$ cat src/sv/twe_isqrt.sv
`default_nettype none
module twe_isqrt #(
  parameter int IN_W = 50
) (
  input  wire                 clk,
  input  wire                 rst,
  input  wire                 start,
  input  wire  [IN_W-1:0]     x,
  output logic                done,
  output logic [IN_W/2-1:0]   root
);

  localparam int RW = IN_W / 2;
  localparam int CW = $clog2(RW + 1);

  logic [IN_W-1:0] xs;
  logic [RW:0]     rem;
  logic [CW-1:0]   cnt;
  logic            run;
  logic [RW+2:0]   rem_sh;
  logic [RW+2:0]   trial;

  // One result bit per cycle: bring down two radicand bits, try 4*root+1.
  assign rem_sh = {rem, xs[IN_W-1:IN_W-2]};
  assign trial  = (RW + 3)'({root, 2'b01});

  always_ff @(posedge clk) begin
    if (rst) begin
      run  <= 1'b0;
      done <= 1'b0;
    end else begin
      done <= 1'b0;
      if (start) begin
        xs   <= x;
        rem  <= '0;
        root <= '0;
        cnt  <= CW'(RW);
        run  <= 1'b1;
      end else if (run) begin
        xs <= xs << 2;
        if (rem_sh >= trial) begin
          rem  <= (RW + 1)'(rem_sh - trial);
          root <= {root[RW-2:0], 1'b1};
        end else begin
          rem  <= rem_sh[RW:0];
          root <= {root[RW-2:0], 1'b0};
        end
        cnt <= cnt - 1'b1;
        if (cnt == CW'(1)) begin
          run  <= 1'b0;
          done <= 1'b1;
        end
      end
    end
  end

endmodule
`default_nettype wire

$ cat config.mk
export PLATFORM = sky130hd
export DESIGN_NAME = twe_isqrt
export DESIGN_NICKNAME = d
export VERILOG_FILES = /design/src/sv/twe_isqrt.sv
export SDC_FILE = /design/constraint.sdc
export NUM_CORES = 1
export LEC_CHECK = 0
export ABC_AREA = 1
export BUFFER_PORTS_ARGS = -buffer_cell sky130_fd_sc_hd__clkbuf_2
export CORE_MARGIN = 4
export CORE_UTILIZATION = 50
export CTS_CLUSTER_SIZE = 14
export DETAILED_ROUTE_END_ITERATION = 6
export GPL_TIMING_DRIVEN = 0
export PLACE_DENSITY_LB_ADDON = 0.05
export SLEW_MARGIN = 10
export SYNTH_ARGS = -nofsm -noshare
export SYNTH_HDL_FRONTEND = slang
export SYNTH_SLANG_ARGS = --single-unit
$ cat constraint.sdc
create_clock -name clk -period 6.9 [get_ports clk]
set_clock_uncertainty 0.1 [all_clocks]
set_input_delay 0.69 -clock clk [delete_from_list [all_inputs] [get_ports clk]]
set_output_delay 0.69 -clock clk [all_outputs]
set_load 0.05 [all_outputs]
# ---- After elaboration in Yosys (flattened, before gate mapping)
# Index checks and enable logic that the tools add are counted.
dict set report word_totals {
  wordCells 26
  inputBits 53
  register_bits 108
  output_inout_bits 26
}
dict set report classes {
  bitwise_logic 2
  n_mux 11
  n_eq_ne 1
  order_cmp 1
  n_reduce_logical 3
  n_addsub 2
}
# op n
set ops {}
lappend ops {{$mux 50} 2}
lappend ops {{$mux 26} 2}
lappend ops {{$ge 28x27->1} 1}
lappend ops {{$sub 26x26->26} 1}
lappend ops {{$mux 25} 1}
lappend ops {{$eq 5x1->1 const B} 1}
lappend ops {{$mux 1} 5}
lappend ops {{$mux 5} 1}
lappend ops {{$sub 5x1->5 const B} 1}
lappend ops {{$reduce_or 3->1} 1}
lappend ops {{$not 1->1} 2}
lappend ops {{$reduce_and 2->1} 1}
lappend ops {{$reduce_bool 2->1} 1}

# ---- Depth between registers and ports, before layout
dict set report depth {
  depth_word 4
  ltp_mapped 15
  ltp_nobuf 15
}

# ---- Worst setup path before layout
# Ideal clock, no wire load.
dict set report synth_path {
  path_type {input-to-reg}
  start {in start}
  end {reg cnt[0], enable pin}
  t_arrival_ns 5.898
  stages 2
  path_slack_ns 0.294
  setup_ns 0.609
  n_path_buf 0
  t_required_ns 6.191
  path_cell_list {inv_2 a21oi_1}
}
dict set report synth_between {
  elab_chain_len 2
}
# item line_no
set synth_rtl {}
lappend synth_rtl {{start: declaration} 7} ;# input wire start,
lappend synth_rtl {{$reduce_bool 2->1 (no source line)} -}
lappend synth_rtl {{$reduce_and 2->1 (no source line)} -}
lappend synth_rtl {{end signal: assignment} 37} ;# cnt <= CW'(RW);
lappend synth_rtl {{end signal: assignment} 48} ;# cnt <= cnt - 1'b1;
lappend synth_rtl {{end: declaration} 18} ;# logic [CW-1:0] cnt;
# Every way passes these cells.
# A chain may end at the register's enable or synchronous reset.

# ---- Final worst setup path
dict set report layout_path {
  start {reg rem[9]}
  end {reg rem[12], data pin}
}
dict set report layout_between {
  elab_chain_len 3
  word_cells_on_any_way 4
  cone_classes {add/sub (1); order compare (1); mux (2)}
}
# item line_no
set layout_rtl {}
lappend layout_rtl {{start: declaration} 17} ;# logic [RW:0] rem;
lappend layout_rtl {{start signal: assignment} 42} ;# rem <= (RW + 1)'(rem_sh - trial);
lappend layout_rtl {{start signal: assignment} 45} ;# rem <= rem_sh[RW:0];
lappend layout_rtl {{$sub 26x26->26 / $ge 28x27->1 (equally long branches)} {42, 41}}
lappend layout_rtl {{$mux 26 (*)} 41} ;# if (rem_sh >= trial) begin
lappend layout_rtl {{$mux 26 (*)} 39} ;# end else if (run) begin
# Every way passes the cells marked *; elsewhere a longest branch is shown, timed or not. The select of a mux whose other input is x is not followed.

==> qor.txt <==
Max-Cap Viols -> 0
Postcts setup bufs -> 0
Post-route cell area -> 7739 um2
Gates resized, CTS repair -> 0
Max IR drop VDD -> 0.1337 mV
Fin Hold WS -> 412.6 ps
Area share of the largest cell type after synthesis -> 47.27%
Count of flip-flops with a built-in enable after synthesis -> 106
Average instance area after synthesis -> 7.767 um2
Pin count of the biggest net entering global routing -> 28
Dominant cells by area after synthesis -> sky130_fd_sc_hd__edfxtp_1, sky130_fd_sc_hd__nand2_1, sky130_fd_sc_hd__inv_1
Number of global-route vias before repair -> 5258
Biggest fanout along the worst timing path -> 10
Count of input and output buffers -> 78
Number of placed instances with taps included -> 1125
Post-synth cell types -> 32
Leading cell types by count after synthesis -> sky130_fd_sc_hd__nand2_1, sky130_fd_sc_hd__inv_1, sky130_fd_sc_hd__edfxtp_1, sky130_fd_sc_hd__nor2_1, sky130_fd_sc_hd__ha_1
Global placement routability congestion -> 0.9837
Final nets -> 1042
Register Area -> 3223 um2
Worst Path Class, Setup -> reg -> reg
Insertion delay to the later sink of the worst-skew pair -> 350 ps
Run status -> finished clean
Crit share post-route -> 37.22%
Final hold violation count -> 0
Antenna violations before repair -> 0
Boundary pin count -> 79
Slew Limit Headroom -> 59.78%
Area overhead of the layout relative to synthesis -> 14.92%
Global-route wire length before repair -> 24.82 mm
Critical path launch point -> rem[9]
Die Span X -> 124.1 um
Syn_nets -> 949
Setup crit start kind -> flip-flop
Overall die height -> 124.1 um
Remaining global-route overflow -> 0
Post-CTS Hold Fix Bufs -> 0
LEAKAGE -> 3.927 nW
Detailed-route vias per instance -> 4.733
Root buffer cell -> sky130_fd_sc_hd__clkbuf_16
Number of vias after detailed routing -> 5400
Launch point of the worst reg-to-reg path -> rem[9]
Power per cell area -> 234.2 nW/um2
Cell count after synthesis -> 867
Filler instances -> 1257
Async set-or-reset flop fraction in the synthesized netlist -> 0%
Multi-input gate area -> 2915 um2
Register bit total from synthesis -> 108
Setup repair after global routing missed its margin -> no
Overall fraction of global-route tracks in use -> 20.91%
Overall power after layout -> 0.001812 W
Path type of the worst min-delay path -> reg -> reg
Layout cells sized above 1 -> 14.82%
Final setup viols -> 0
F_max -> 389.4 MHz
Sequential element share of the synthesized area -> 47.86%
Clk buf depth -> 2
Number of pins exceeding their max-slew limit in the final report -> 0
Clock-pin slew on the worst setup and hold paths -> 70 ps
Remaining DRCs -> 0
Startpoint of the worst hold path -> xs[36]
H-Tree Depth -> 3
Iter 0 DRT Violations -> 266
Post-synth top area cell -> sky130_fd_sc_hd__edfxtp_1
Worst EP arrival -> 2630 ps
Number of search-and-repair iterations in the first detailed-routing pass -> 4
Required time at the worst-slack endpoint -> 6960 ps
Top-count cell post-synth -> sky130_fd_sc_hd__nand2_1
Full die area -> 15390 um2
Core outline area -> 13190 um2
# diodes -> 0
Final core occ -> 58.67%
Average routed wire per standard cell -> 13.23 um
Post-synth design cell area -> 6734 um2
DRT Wirelength -> 15.09 mm
Most frequently used flop master after synthesis -> sky130_fd_sc_hd__edfxtp_1
Worst-margin pin slew -> 603.4 ps
Final ANT Viol Nets -> 0
Time the worst path needs with I/O delays and setup -> 2568 ps
Yosys warns -> 0
Total cell area at the placement stage -> 7443 um2
Setup crit end kind -> flip-flop
Number of buffers inserted during clock tree synthesis -> 9
Number of standard cells in the final layout excluding fillers -> 1141
TritonCTS clock tree -> yes
Standard-cell rows -> 42
Placed wire-length estimate after detailed placement -> 11.79 mm
Clock sinks -> 108
Starting density of the core -> 51.05%
## final timing paths
check | slack, ps | endpoint | depth (start not counted)
setup / recovery | 4330 | rem[12] | 13
hold / removal | 410 | xs[38] | 2
setup reg to reg | 4330 | rem[12] | 13
hold reg to reg | 410 | xs[38] | 2
## report_power, final
group          leakage, nW  switching (W)  internal (W)
Combinational         2.74       0.000321      0.000163
Clock                0.143       0.000237      0.000287
Sequential            1.04      0.0000198      0.000785
## critical path: stages, from the launching register on
cell                       delay (ps)
sky130_fd_sc_hd__edfxtp_1         440
sky130_fd_sc_hd__ha_1             390
sky130_fd_sc_hd__nand2_2          140
sky130_fd_sc_hd__inv_2             50
sky130_fd_sc_hd__nand2_1           70
sky130_fd_sc_hd__nand2_1           80
sky130_fd_sc_hd__clkinv_1          60
sky130_fd_sc_hd__nand3_2          140
sky130_fd_sc_hd__nand2_2          120
sky130_fd_sc_hd__nand3_4          170
sky130_fd_sc_hd__inv_6            180
sky130_fd_sc_hd__buf_12           170
sky130_fd_sc_hd__nor2_2            40
sky130_fd_sc_hd__nor2_1           230
## state kept, by name, summed over array words and instances, names as in the netlist
| register | count |
|---|---|
| run | 1 |
| done | 1 |
| root | 25 |
| xs | 50 |
| rem | 26 |
| cnt | 5 |
## cell type report
cell class	count	area share (%)
Sequential cell	108	41.65
Clock inverter	4	0.7599
Clock buffer	12	3.056
Tap cell	176	2.846
Multi-Input combinational cell	608	37.67
Inverter	131	6.419
Buffer	20	1.423
Timing Repair Buffer	82	6.176
## routing by layer
metal  global-route usage [%]  share of wire [%]  wire (um)
met4                    6.845                2.3        344
met1                    28.04                 46       7008
met5                        0                  0          0
met2                    33.78                 46       7003
met3                    4.632                4.9        735
## per-stage QoR
step                setup TNS, ps  worst slack [ps]
floorplan                       0             293.7
global placement          -209460             -1970
detailed placement              0              4374
CTS                             0              4360
global route                    0              4178
finish                          0              4332
## cell families after synthesis
| family | synth area share [%] |
|---|---|
| DFF | 47.86 |
| xor gates and xnor gates | 1.301 |
| adders and majority gates | 5.388 |
| and+or+nand+nor | 33.04 |
| AOI/OAI and AO/OA | 3.400 |
| buffers and inverters | 9.012 |
## cell usage in the layout (no fill, tap or decap), types with 3 or more instances in the layout
cell / n
sky130_fd_sc_hd__nand3_1: 23
sky130_fd_sc_hd__o21ai_0: 3
sky130_fd_sc_hd__clkinv_1: 3
sky130_fd_sc_hd__nand2_2: 12
sky130_fd_sc_hd__nand3b_1: 12
sky130_fd_sc_hd__buf_12: 4
sky130_fd_sc_hd__xor2_1: 10
sky130_fd_sc_hd__nand2_1: 353
sky130_fd_sc_hd__inv_2: 8
sky130_fd_sc_hd__clkbuf_2: 78
sky130_fd_sc_hd__nand4_1: 4
sky130_fd_sc_hd__ha_1: 29
sky130_fd_sc_hd__edfxtp_1: 106
sky130_fd_sc_hd__inv_1: 119
sky130_fd_sc_hd__clkbuf_1: 19
sky130_fd_sc_hd__a21oi_1: 13
sky130_fd_sc_hd__nor2_1: 106
sky130_fd_sc_hd__o21bai_1: 17
sky130_fd_sc_hd__nand3_2: 4
sky130_fd_sc_hd__nor2_2: 12
sky130_fd_sc_hd__clkbuf_16: 9
Note: power is estimated with default switching activity, not from simulation.
