**src/sv/twe_div.sv**
```systemverilog
`default_nettype none
module twe_div #(
  parameter int N_W = 39,
  parameter int D_W = 17
) (
  input  wire              clk,
  input  wire              rst,
  input  wire              start,
  input  wire  [N_W-1:0]   dividend,
  input  wire  [D_W-1:0]   divisor,
  output logic             done,
  output logic [N_W-1:0]   quotient
);

  localparam int CW = $clog2(N_W + 1);

  logic [D_W-1:0] r;
  logic [D_W-1:0] d;
  logic [CW-1:0]  cnt;
  logic           run;
  logic [D_W:0]   r_sh;

  // Restoring division, one quotient bit per cycle; the dividend shifts out
  // of the top of the quotient register as quotient bits shift in.
  assign r_sh = {r, quotient[N_W-1]};

  always_ff @(posedge clk) begin
    if (rst) begin
      run  <= 1'b0;
      done <= 1'b0;
    end else begin
      done <= 1'b0;
      if (start) begin
        quotient <= dividend;
        d        <= divisor;
        r        <= '0;
        cnt      <= CW'(N_W);
        run      <= 1'b1;
      end else if (run) begin
        if (r_sh >= {1'b0, d}) begin
          r        <= D_W'(r_sh - {1'b0, d});
          quotient <= {quotient[N_W-2:0], 1'b1};
        end else begin
          r        <= r_sh[D_W-1:0];
          quotient <= {quotient[N_W-2:0], 1'b0};
        end
        cnt <= cnt - 1'b1;
        if (cnt == CW'(1)) begin
          run  <= 1'b0;
          done <= 1'b1;
        end
      end
    end
  end

endmodule
`default_nettype wire

```
**config.mk**
```make
export PLATFORM = sky130hd
export DESIGN_NAME = twe_div
export DESIGN_NICKNAME = d
export VERILOG_FILES = /design/src/sv/twe_div.sv
export SDC_FILE = /design/constraint.sdc
export NUM_CORES = 1
export LEC_CHECK = 0
export BUFFER_PORTS_ARGS = -buffer_cell sky130_fd_sc_hd__buf_2
export CAP_MARGIN = 10
export CORE_MARGIN = 5
export CORE_UTILIZATION = 32
export CTS_BUF_LIST = sky130_fd_sc_hd__clkbuf_4
export CTS_CLUSTER_SIZE = 24
export DETAILED_ROUTE_END_ITERATION = 7
export PLACE_DENSITY = 0.58
export SYNTH_ARGS = -nofsm -noshare
export SYNTH_HDL_FRONTEND = slang
export SYNTH_SLANG_ARGS = --single-unit
```
**constraint.sdc**
```tcl
create_clock -name clk -period 6.7 [get_ports clk]
set_input_delay 1.005 -clock clk [delete_from_list [all_inputs] [get_ports clk]]
set_output_delay 1.005 -clock clk [all_outputs]
set_load 0.02 [all_outputs]
```
Word-level counts from Yosys, hierarchy flattened
Cells that the tools add are included.

Add/sub/neg operators: 2. $lt $le $gt $ge: 1. Equal/unequal tests: 1. Mux-type cells: 10. Bitwise logic cells: 2. Reductions and logical operators: 4.

Operators with widths (number): $mux W39 (2); $mux W17 (2); $ge A18 B17 Y1 (1); $sub A17 B17 Y17 (1); $eq A6 B1 Y1 const B (1); $mux W6 (1); $sub A6 B1 Y6 const B (1); $mux W1 (5); $reduce_and A2 Y1 (2); $reduce_or A3 Y1 (1); $not A1 Y1 (2); $reduce_bool A2 Y1 (1).

Register bits: 81. Bits of input ports: 59. Output and inout bits: 40. Logic and storage cells: 26.

Logic depth before layout (Yosys ltp)
Gate-level depths: netlist of run 1.

Depth in word-level cells: 4. Gate-level depth with buffers: 11.

Worst setup path after synthesis of run 1
OpenSTA, ideal clock, no wires.

Path type: input to register. Start point: in start. End point: reg cnt[0] (enable). Setup time: 485 ps. Arrival time: 3839 ps. Slack: 2375 ps. Stages: 3. Path through: clkbuf_8 -> nor2_1 -> nor2_1.

Word-level cells in the longest chain between the ends: 2.

Ends and longest elaborated chain: from (decl) (RTL line 8) `input wire start,`; $reduce_bool A2 Y1 (no line); $reduce_and A2 Y1 (no line); to (signal assigned) (RTL line 37) `cnt <= CW'(N_W);`; to (signal assigned) (RTL line 47) `cnt <= cnt - 1'b1;`; to (decl) (RTL line 19) `logic [CW-1:0] cnt;`.

No other way between the ends. A chain may end at the register's enable or synchronous reset.

Final worst setup path of run 1
Start point: reg quotient[38]. End point: reg quotient[0] (data pin).

Word-level cells in the longest chain between the ends: 4.

Ends and longest elaborated chain: from (decl) (RTL line 12) `output logic [N_W-1:0] quotient`; from (signal assigned) (RTL line 34) `quotient <= dividend;`; from (signal assigned) (RTL line 42) `quotient <= {quotient[N_W-2:0], 1'b1};`; from (signal assigned) (RTL line 45) `quotient <= {quotient[N_W-2:0], 1'b0};`; $ge A18 B17 Y1 (RTL line 40) `if (r_sh >= {1'b0, d}) begin`; $mux W1 (RTL line 40); $mux W39 (RTL line 39) `end else if (run) begin`; $mux W39 (RTL line 33) `if (start) begin`.

No other way between the ends. The select of a mux whose other input is x is not followed.

==> flow_summary.yaml, run 1 <==
sta:
  rsz0062_at_grt: "false"
  finalHoldViolations: 0
  timing.fmax_mhz: 321
  setup_violations: 0
  finalSetupTns_ns: 0
  worst_pin_slew_ns: 0.995
  clock_skew_ns: 0.0164
  slew_headroom_pct: 33.3
  fin_ws_ns: 3.58
  period_minus_slack_ns: 3.12
  slew_violations: 0
  min_period_over_period_pct: 46.5
placement:
  dpl.cell_count: 602
  dpl.hpwl_mm: 7.11
  portBuffers: 98
  gp_congestion: 0.824
  pre_cts_ws_ns: 3.14
final_layout:
  drive_gt1_share_pct: 42.5
  antenna_cells: 0
  layout_commonest_cell: "buf_2"
  fin_util_pct: 37.7
  fillers: 1337
  fin_nets: 512
  syn2layout_area_growth_pct: 16.1
  layout.cells.non_filler: 618
  mostFrequentLayoutCells: "buf_2 (98), edfxtp_1 (79), mux2_2 (39)"
detailed_routing:
  firstDrtPassIters: 4
  wl_per_cell_um: 15.9
  ant_nets: 0
  postRouteWirelength_mm: 9.81
  dr_total_vias: 2987
  viasPerCell: 4.83
  drtIter0Drc: 101
  drc_errors: 0
synth:
  synth_area_per_cell_um2: 13.4
  synth.distinct_cells: 55
  synthCells: 336
  yosysTopAreaCellShare_pct: 52.9
  netlist_area_um2: 4490
  synth-seq-cells: 81
  yosys_warnings: 0
  synth.net_count: 415
  ys_top_cells_by_area: "edfxtp_1 (53%), mux2_2 (9.8%), ha_1 (5.3%)"
  seq_area_frac_synth_pct: 53.8
  yosysTopAreaCell: "edfxtp_1"
floorplanning:
  io_pins: 99
  start_util_pct: 32.4
  num_rows: 43
  core_um2: 13800
  die_h_um: 128
  fp.dieW_um: 128
  die-area_um2: 16500
critical_path:
  max_stage_delay_ns: 0.46
  worstPathRequired_ns: 6.90
  crit_slowest_cell: "edfxtp_1"
  crit_type: "reg2reg"
  crit_arrival_ns: 3.32
  startpoint_type: "flip-flop"
  crit_chain: "inv_1, ha_1, inv_1, fa_1, a21o_2, a221oi_2, a211o_4, o211ai_4, mux2_2"
  r2r-start: "quotient[38]"
  crit_top_cell: "inv_1"
  crit_path_max_fanout: 24
  end_kind: "flip-flop"
  startpoint: "quotient[38]"
min_path:
  min_from: "run"
  hold_class: "reg2reg"
cts:
  cts_buffers: 9
  clk_latency_ns: 0.43
  h-tree-depth: 3
  clock_path_buffers: 2
  root_buffer: "clkbuf_4"
  path_clk_slew_ns: 0.13
  cts_tree: "yes"
  ctsHoldBuffers: 0
  cts-resized-gates: 0
  postCtsSetupRepairBufs: 0
  clkSinkCount: 81
global_route:
  track_usage_pct: 12.2
  antenna_found_initial: 0
  grt_pass1_vias: 3254
  grt_max_degree: 67
  grt-ovfl-total: 0
  grt_first_pass_wirelength_mm: 15.9
power_and_ir_drop:
  leakage_uw: 0.00208
  power.density_nw_per_um2: 237
  p_total_uw: 1230
  ir_worst_vdd_mv: 0.112
run:
  max-cap-violations: 0
status:
  status: "complete, no violations"
## kinds of logic after synthesis
group,synth area share [%]
AND/OR/NAND/NOR,8.56
buffers and inverters,5.66
AO/OA/AOI/OAI,12.2
multiplexers,11.3
XOR/XNOR,2.73
flip-flops,53.8
adder cells (fa/ha/maj),5.74
## through the flow
step	instance area, µm²	hold WS [ns]
final	5210	0.499
after CTS	5210	0.506
after global routing	5210	0.516
after floorplan	4490	0.460
after detailed placement	5060	0.493
after global placement	5060	0.498
## cell type report
class / count / area (µm²) / share of cell area, %
tap: 180 / 225 / 4.32
sequential: 81 / 2410 / 46.3
timing repair buffer: 101 / 513 / 9.85
inverter: 23 / 86.3 / 1.66
clock buffer: 12 / 90.1 / 1.73
multi-input combinational: 217 / 1830 / 35.1
clock inverter: 4 / 52.6 / 1.01
## power breakdown
part / internal, µW / leakage (µW) / switching (µW)
Combinational: 129 / 0.00123 / 179
Sequential: 606 / 0.000767 / 20.4
Clock: 128 / 0.0000819 / 170
## critical path, delay by kind of cell (launching register included)
| family | cells | cell delay (ns) |
|---|---|---|
| flip-flops | 1 | 0.46 |
| multiplexers | 1 | 0.44 |
| AO/OA/AOI/OAI | 4 | 1.28 |
| buffers and inverters | 2 | 0.13 |
| adder cells (fa/ha/maj) | 2 | 0.56 |
## path summary, 6_finish.rpt
kind / endpoint / slack, ns / depth (start not counted)
max: quotient[0] / 3.58 / 9
min: done / 0.50 / 1
max reg2reg: quotient[0] / 3.58 / 9
min reg2reg: done / 0.50 / 1
## sequential cells by signal (all words and copies together) (netlist names)
register	cells
cnt	6
d	17
done	1
quotient	39
r	17
run	1
## Yosys cell counts, drive strengths merged
library cell,n
a221oi,3
dfxtp,2
or4bb,1
a211oi,8
o211ai,4
a31oi,2
xnor2,7
nand4,5
nor4b,1
and3,2
o21ai,8
xor2,7
a21oi,18
nor3,6
buf,7
or3,4
a211o,1
o21bai,1
o22ai,1
edfxtp,79
clkbuf,8
o21a,4
nand2b,7
o2111ai,5
mux2,39
mux2i,7
nor2,26
inv,23
fa,1
nand2,10
o32ai,1
nand3,4
a21o,10
a2111oi,1
nor2b,1
o221a,1
nand3b,1
ha,19
or2,1
## per-layer routing
| layer | track usage [%] | share of wire [%] | vias up |
|---|---|---|---|
| met5 | 0 | 0 | - |
| met4 | 4.62 | 1.4 | 0 |
| met3 | 5.56 | 9.2 | 12 |
| met2 | 18.5 | 45 | 101 |
| met1 | 15.4 | 45 | 1404 |
| li1 | - | - | 1470 |
No activity file was read; power rests on OpenSTA's default activity.
==> run 2: changes to the inputs <==
Settings changed: PLACE_DENSITY 0.58 to 0.6.
Clock period 6.7 ns to 2.65 ns, I/O delays scaled along.
==> run 2 against run 1 <==
Compared with the run above:
- sequential share of layout area shrank 2.5 points
- via count up 6.4%
- core utilization rose by 2.2 points
- critical path depth rose by 1
- sequential power grew to 2.5 times the previous value
- worst setup slack worse by 3.6 ns
- global-route usage up 0.97 points
- wire length increased by 6.9%
- count of clock-buffer cells in the layout decreased by 3
- worst hold slack worse by 0.39 ns
- sequential cell count stayed put
- critical path type unchanged
- critical endpoint unchanged
==> flow_summary.yaml, run 2 (synthesized netlist as in run 1, its figures left out) <==
sta:
  timing.fmax_mhz: 382
  min_period_over_period_pct: 98.9
  slew_violations: 0
  period_minus_slack_ns: 2.62
  clock_skew_ns: 0.0240
  finalHoldViolations: 0
  setup_violations: 0
  fin_ws_ns: 0.0303
  worst_pin_slew_ns: 0.456
  slew_headroom_pct: 69.6
  rsz0062_at_grt: "true"
cts:
  clk_latency_ns: 0.46
  root_buffer: "clkbuf_4"
  path_clk_slew_ns: 0.15
  clkSinkCount: 81
  cts_tree: "yes"
  cts_buffers: 9
  clock_path_buffers: 2
  h-tree-depth: 3
  ctsHoldBuffers: 0
critical_path:
  crit_type: "reg2reg"
  crit_path_max_fanout: 9
  crit_arrival_ns: 2.84
  worstPathRequired_ns: 2.87
  end_kind: "flip-flop"
  r2r-start: "quotient[38]"
  startpoint_type: "flip-flop"
  startpoint: "quotient[38]"
detailed_routing:
  wl_per_cell_um: 16.2
  drtIter0Drc: 103
  drc_errors: 0
  dr_total_vias: 3179
  viasPerCell: 4.91
  firstDrtPassIters: 4
  postRouteWirelength_mm: 10.5
  ant_nets: 0
power_and_ir_drop:
  p_total_uw: 3280
  power.density_nw_per_um2: 596
  ir_worst_vdd_mv: 0.312
  leakage_uw: 0.00224
min_path:
  hold_class: "in2reg"
  min_from: "divisor[8]"
final_layout:
  fin_nets: 542
  top_regs: "quotient (39), d (17), r (17)"
  syn2layout_area_growth_pct: 22.7
  fillers: 1314
  layout_commonest_cell: "buf_2"
  mostFrequentLayoutCells: "buf_2 (98), edfxtp_1 (79), mux2_2 (39)"
  largest_reg_flops: 39
  fin_util_pct: 39.8
  antenna_cells: 0
  fin_area_um2: 5510
  largest_register: "quotient"
  layout.cells.non_filler: 648
  drive_gt1_share_pct: 46.6
floorplanning:
  core_um2: 13800
  io_pins: 99
  fp.dieW_um: 128
  die_h_um: 128
  num_rows: 43
  die-area_um2: 16500
  start_util_pct: 32.4
status:
  status: "complete, no violations"
global_route:
  grt_max_degree: 37
  grt_first_pass_wirelength_mm: 17.1
  grt-ovfl-total: 0
  grt_pass1_vias: 3424
  track_usage_pct: 13.2
  antenna_found_initial: 0
placement:
  pre_cts_ws_ns: -0.0200
  dpl.cell_count: 629
  dpl.hpwl_mm: 7.75
  dpl_cell_area_um2: 5310
  gp_congestion: 0.882
  portBuffers: 98
run:
  max-cap-violations: 0
run 2: cell types whose count changed in the layout (fill, tap and decap cells not counted), sizes merged:
cell / before / now
buf: 101 / 131
clkbuf: 12 / 9
clkinv: 2 / 1
clkinvlp: 0 / 2
inv: 24 / 26
run 2: layer usage:
metal / vias up / track usage [%] / part of all wire (%)
met4: 0 / 6.18 / 2.4
met3: 19 / 5.19 / 8.9
li1: 1527 / - / -
met5: - / 0 / 0
met2: 128 / 20.3 / 46
met1: 1505 / 16.4 / 43
run 2: through the flow:
stage | hold slack [ns] | TNS, ns
final | 0.113 | 0
after global routing | 0.0610 | -0.623
after CTS | 0.0678 | 0
after detailed placement | 0.479 | -0.0200
after global placement | 0.481 | 0
after floorplan | 0.460 | -0.161
run 2: power breakdown:
part           internal (µW)  switching (µW)
combinational            428             494
sequential              1530            49.2
clock                    294             484
run 2: path summary, 6_finish.rpt:
path         slack, ns          end  depth (start not counted)
max reg2reg       0.03  quotient[0]                         10
min reg2reg       0.50         done                          1
max               0.03  quotient[0]                         10
min               0.11         d[8]                          1
run 2: critical path, stage by stage (launching register included):
cell,delay (ns)
edfxtp_1,0.41
inv_1,0.07
ha_1,0.15
inv_1,0.05
fa_2,0.35
a21o_4,0.23
a221oi_4,0.38
a211o_4,0.21
o211ai_4,0.12
buf_12,0.17
mux2_2,0.25
run 2: what timing repair did:
item                                    4_1_cts  5_1_grt
gates cloned                                  0        0
endpoints found under the setup margin        2       12
setup buffers                                 1        2
pin swaps                                     1        6
resized for setup                             2        5
run 2: cell type report:
type	instances	area (µm²)	share of cell area [%]
flip-flops and latches	81	2410	43.8
multi-input cells	217	1870	33.9
clock inverters	7	75.1	1.36
well taps	180	225	4.09
repair buffers	131	771	14.0
inverters	23	86.3	1.57
clock buffers	9	67.6	1.23
==> run 3: changes to the inputs <==
--- a/config.mk
+++ b/config.mk
@@ -8,9 +8,10 @@
 export BUFFER_PORTS_ARGS = -buffer_cell sky130_fd_sc_hd__buf_2
 export CAP_MARGIN = 10
-export CORE_MARGIN = 5
+export CORE_MARGIN = 2
 export CORE_UTILIZATION = 32
 export CTS_BUF_LIST = sky130_fd_sc_hd__clkbuf_4
 export CTS_CLUSTER_SIZE = 24
 export DETAILED_ROUTE_END_ITERATION = 7
+export GPL_TIMING_DRIVEN = 0
 export PLACE_DENSITY = 0.6
 export SYNTH_ARGS = -nofsm -noshare
==> constraint.sdc (replaced) <==
create_clock -name clk -period 2.65 [get_ports clk]
set_input_delay 0.265 -clock clk [delete_from_list [all_inputs] [get_ports clk]]
set_output_delay 0.265 -clock clk [all_outputs]
set_load 0.02 [all_outputs]
==> run 3 against run 2 <==
Compared with the run above:
- the flow now finishes with violations (negative setup slack)
- sequential share of layout area is 2.1 points lower
- first-iteration DRC count is 62% higher
- final cell count is 1.4% higher
- fmax is 5.1% lower
- critical path depth is 4 lower
- die area is 9.1% lower
- sequential cell count stayed put
- clock power is 25% higher
- global-route usage is 1.0 points higher
- critical endpoint unchanged
- largest power group unchanged
- highest routed layer unchanged
==> flow_summary.yaml, run 3 (synthesized netlist as in run 1, its figures left out) <==
cts:
  clock_path_buffers: 2
  h-tree-depth: 3
  cts_tree: "yes"
  root_buffer: "clkbuf_4"
  cts_buffers: 9
  clk_latency_ns: 0.46
  path_clk_slew_ns: 0.16
  clkSinkCount: 81
sta:
  rsz0062_at_grt: "true"
  setup_violations: 16
  finalSetupTns_ns: -0.767
  min_period_over_period_pct: 104
  worst_pin_slew_ns: 0.939
  fin_ws_ns: -0.112
  slew_headroom_pct: 37.2
  whs_ns: 0.0349
  timing.fmax_mhz: 362
  period_minus_slack_ns: 2.76
  slew_violations: 0
  finalHoldViolations: 0
  clock_skew_ns: 0.0287
status:
  status: "finished with violations"
  violations: "negative setup slack"
critical_path:
  crit_type: "reg2reg"
  end_kind: "flip-flop"
  r2r-start: "r[14]"
  max_stage_delay_ns: 0.71
  reg2reg_to: "quotient[0]"
  r2r_cells: 6
  crit_arrival_ns: 2.98
  startpoint_type: "flip-flop"
  crit_path_max_fanout: 5
  r2r_setup_slack_ns: -0.11
  crit_slowest_cell: "a211oi_1"
  worstPathRequired_ns: 2.87
  crit_chain: "ha_1, a21o_2, a211oi_1, o211ai_4, buf_12, mux2_2"
detailed_routing:
  wl_per_cell_um: 15.5
  drc_errors: 0
  dr_total_vias: 3200
  viasPerCell: 4.87
  firstDrtPassIters: 4
  postRouteWirelength_mm: 10.2
  drtIter0Drc: 167
  ant_nets: 0
placement:
  gp_congestion: 0.831
  portBuffers: 97
  dpl.hpwl_mm: 7.35
  dpl.cell_count: 615
floorplanning:
  die-area_um2: 15000
  start_util_pct: 32.6
  fp.dieW_um: 122
  die_h_um: 122
  core_um2: 13800
  io_pins: 99
  num_rows: 43
global_route:
  grt_pass1_vias: 3394
  antenna_found_initial: 1
  grt-ovfl-total: 0
  grt_max_degree: 33
  track_usage_pct: 14.2
  grt_first_pass_wirelength_mm: 16.5
final_layout:
  fin_nets: 550
  mostFrequentLayoutCells: "buf_2 (97), edfxtp_1 (79), mux2_2 (39)"
  syn2layout_area_growth_pct: 29.0
  fillers: 1314
  layout.cells.non_filler: 657
  layout_commonest_cell: "buf_2"
  largest_register: "quotient"
  largest_reg_flops: 39
  top_regs: "quotient (39), d (17), r (17)"
  drive_gt1_share_pct: 45.2
power_and_ir_drop:
  leakage_uw: 0.00232
  ir_worst_vdd_mv: 0.281
  power.density_nw_per_um2: 607
min_path:
  hold_class: "in2reg"
  hold_depth: 2
  min_from: "rst"
  holdPathEnd: "done"
run:
  max-cap-violations: 0
==> run 3: cell count changes in the layout (fill, tap and decap cells not counted), sizes merged <==
cell         change
buf             -18
bufinv           +2
clkbuf           +9
clkinvlp         -2
diode            +1
dlygate4sd3     +17
==> run 3: report_power, final <==
group	switching, µW	leakage (µW)	internal [µW]
registers	52.5	0.000767	1530
logic	509	0.00145	446
clock network	485	0.000103	489
==> run 3: repair_timing <==
action                     4_1_cts  5_1_grt
buffers inserted                 6        1
setup endpoints to repair       16       18
pin swaps                        5        6
resized for setup                6       15
gates cloned                     1        0
hold endpoints to repair        17        0
hold buffers                    17        0
==> run 3: critical path, delay by kind of cell (launching register included) <==
| family | cells | cell delay [ns] |
|---|---|---|
| compound gates | 3 | 1.18 |
| fa+ha+maj | 1 | 0.40 |
| buf+inv | 1 | 0.22 |
| flops | 1 | 0.47 |
| mux | 1 | 0.25 |
==> run 3: layer usage <==
layer	share of wire [%]	GRT usage, %	vias up
met1	45	17.7	1510
met5	0	0	-
met2	46	22.8	133
met3	8.0	4.18	14
li1	-	-	1543
met4	1.8	6.47	0
==> run 3: final cells by class <==
cell class,instances,area (µm²),share of cell area (%)
Clock inverter,7,124,2.14
Multi-Input combinational cell,217,1920,33.2
Tap cell,180,225,3.89
Inverter,23,86.3,1.49
Timing Repair Buffer,124,772,13.3
Buffer,15,176,3.05
Clock buffer,9,67.6,1.17
Sequential cell,81,2410,41.7
Antenna cell,1,2.50,0.0432
==> run 3: worst max path at each step <==
stage / startpoint / endpoint / slack [ns] / depth (start not counted)
global route: quotient[38] / quotient[0] / -0.21 / 11
floorplan: quotient[38] / quotient[0] / -0.08 / 10
finish: r[14] / quotient[0] / -0.11 / 6
detailed placement: quotient[38] / r[16] / -0.21 / 10
CTS: quotient[38] / quotient[0] / -0.1 / 11
global placement: start / quotient[4] / -0.66 / 3
==> run 3: metrics by stage <==
stage          worst slack (ns)  area [µm²]  util, %  power [µW]
2_1_floorplan           -0.0821        4500        -        2240
3_3_place_gp             -0.658        5210     37.9        2440
3_5_place_dp             -0.209        5260     38.2        2460
4_1_cts                 -0.0996        5730     41.6        3510
5_1_grt                  -0.214        5790     42.0        3680
6_report                 -0.112        5790     42.0        3510
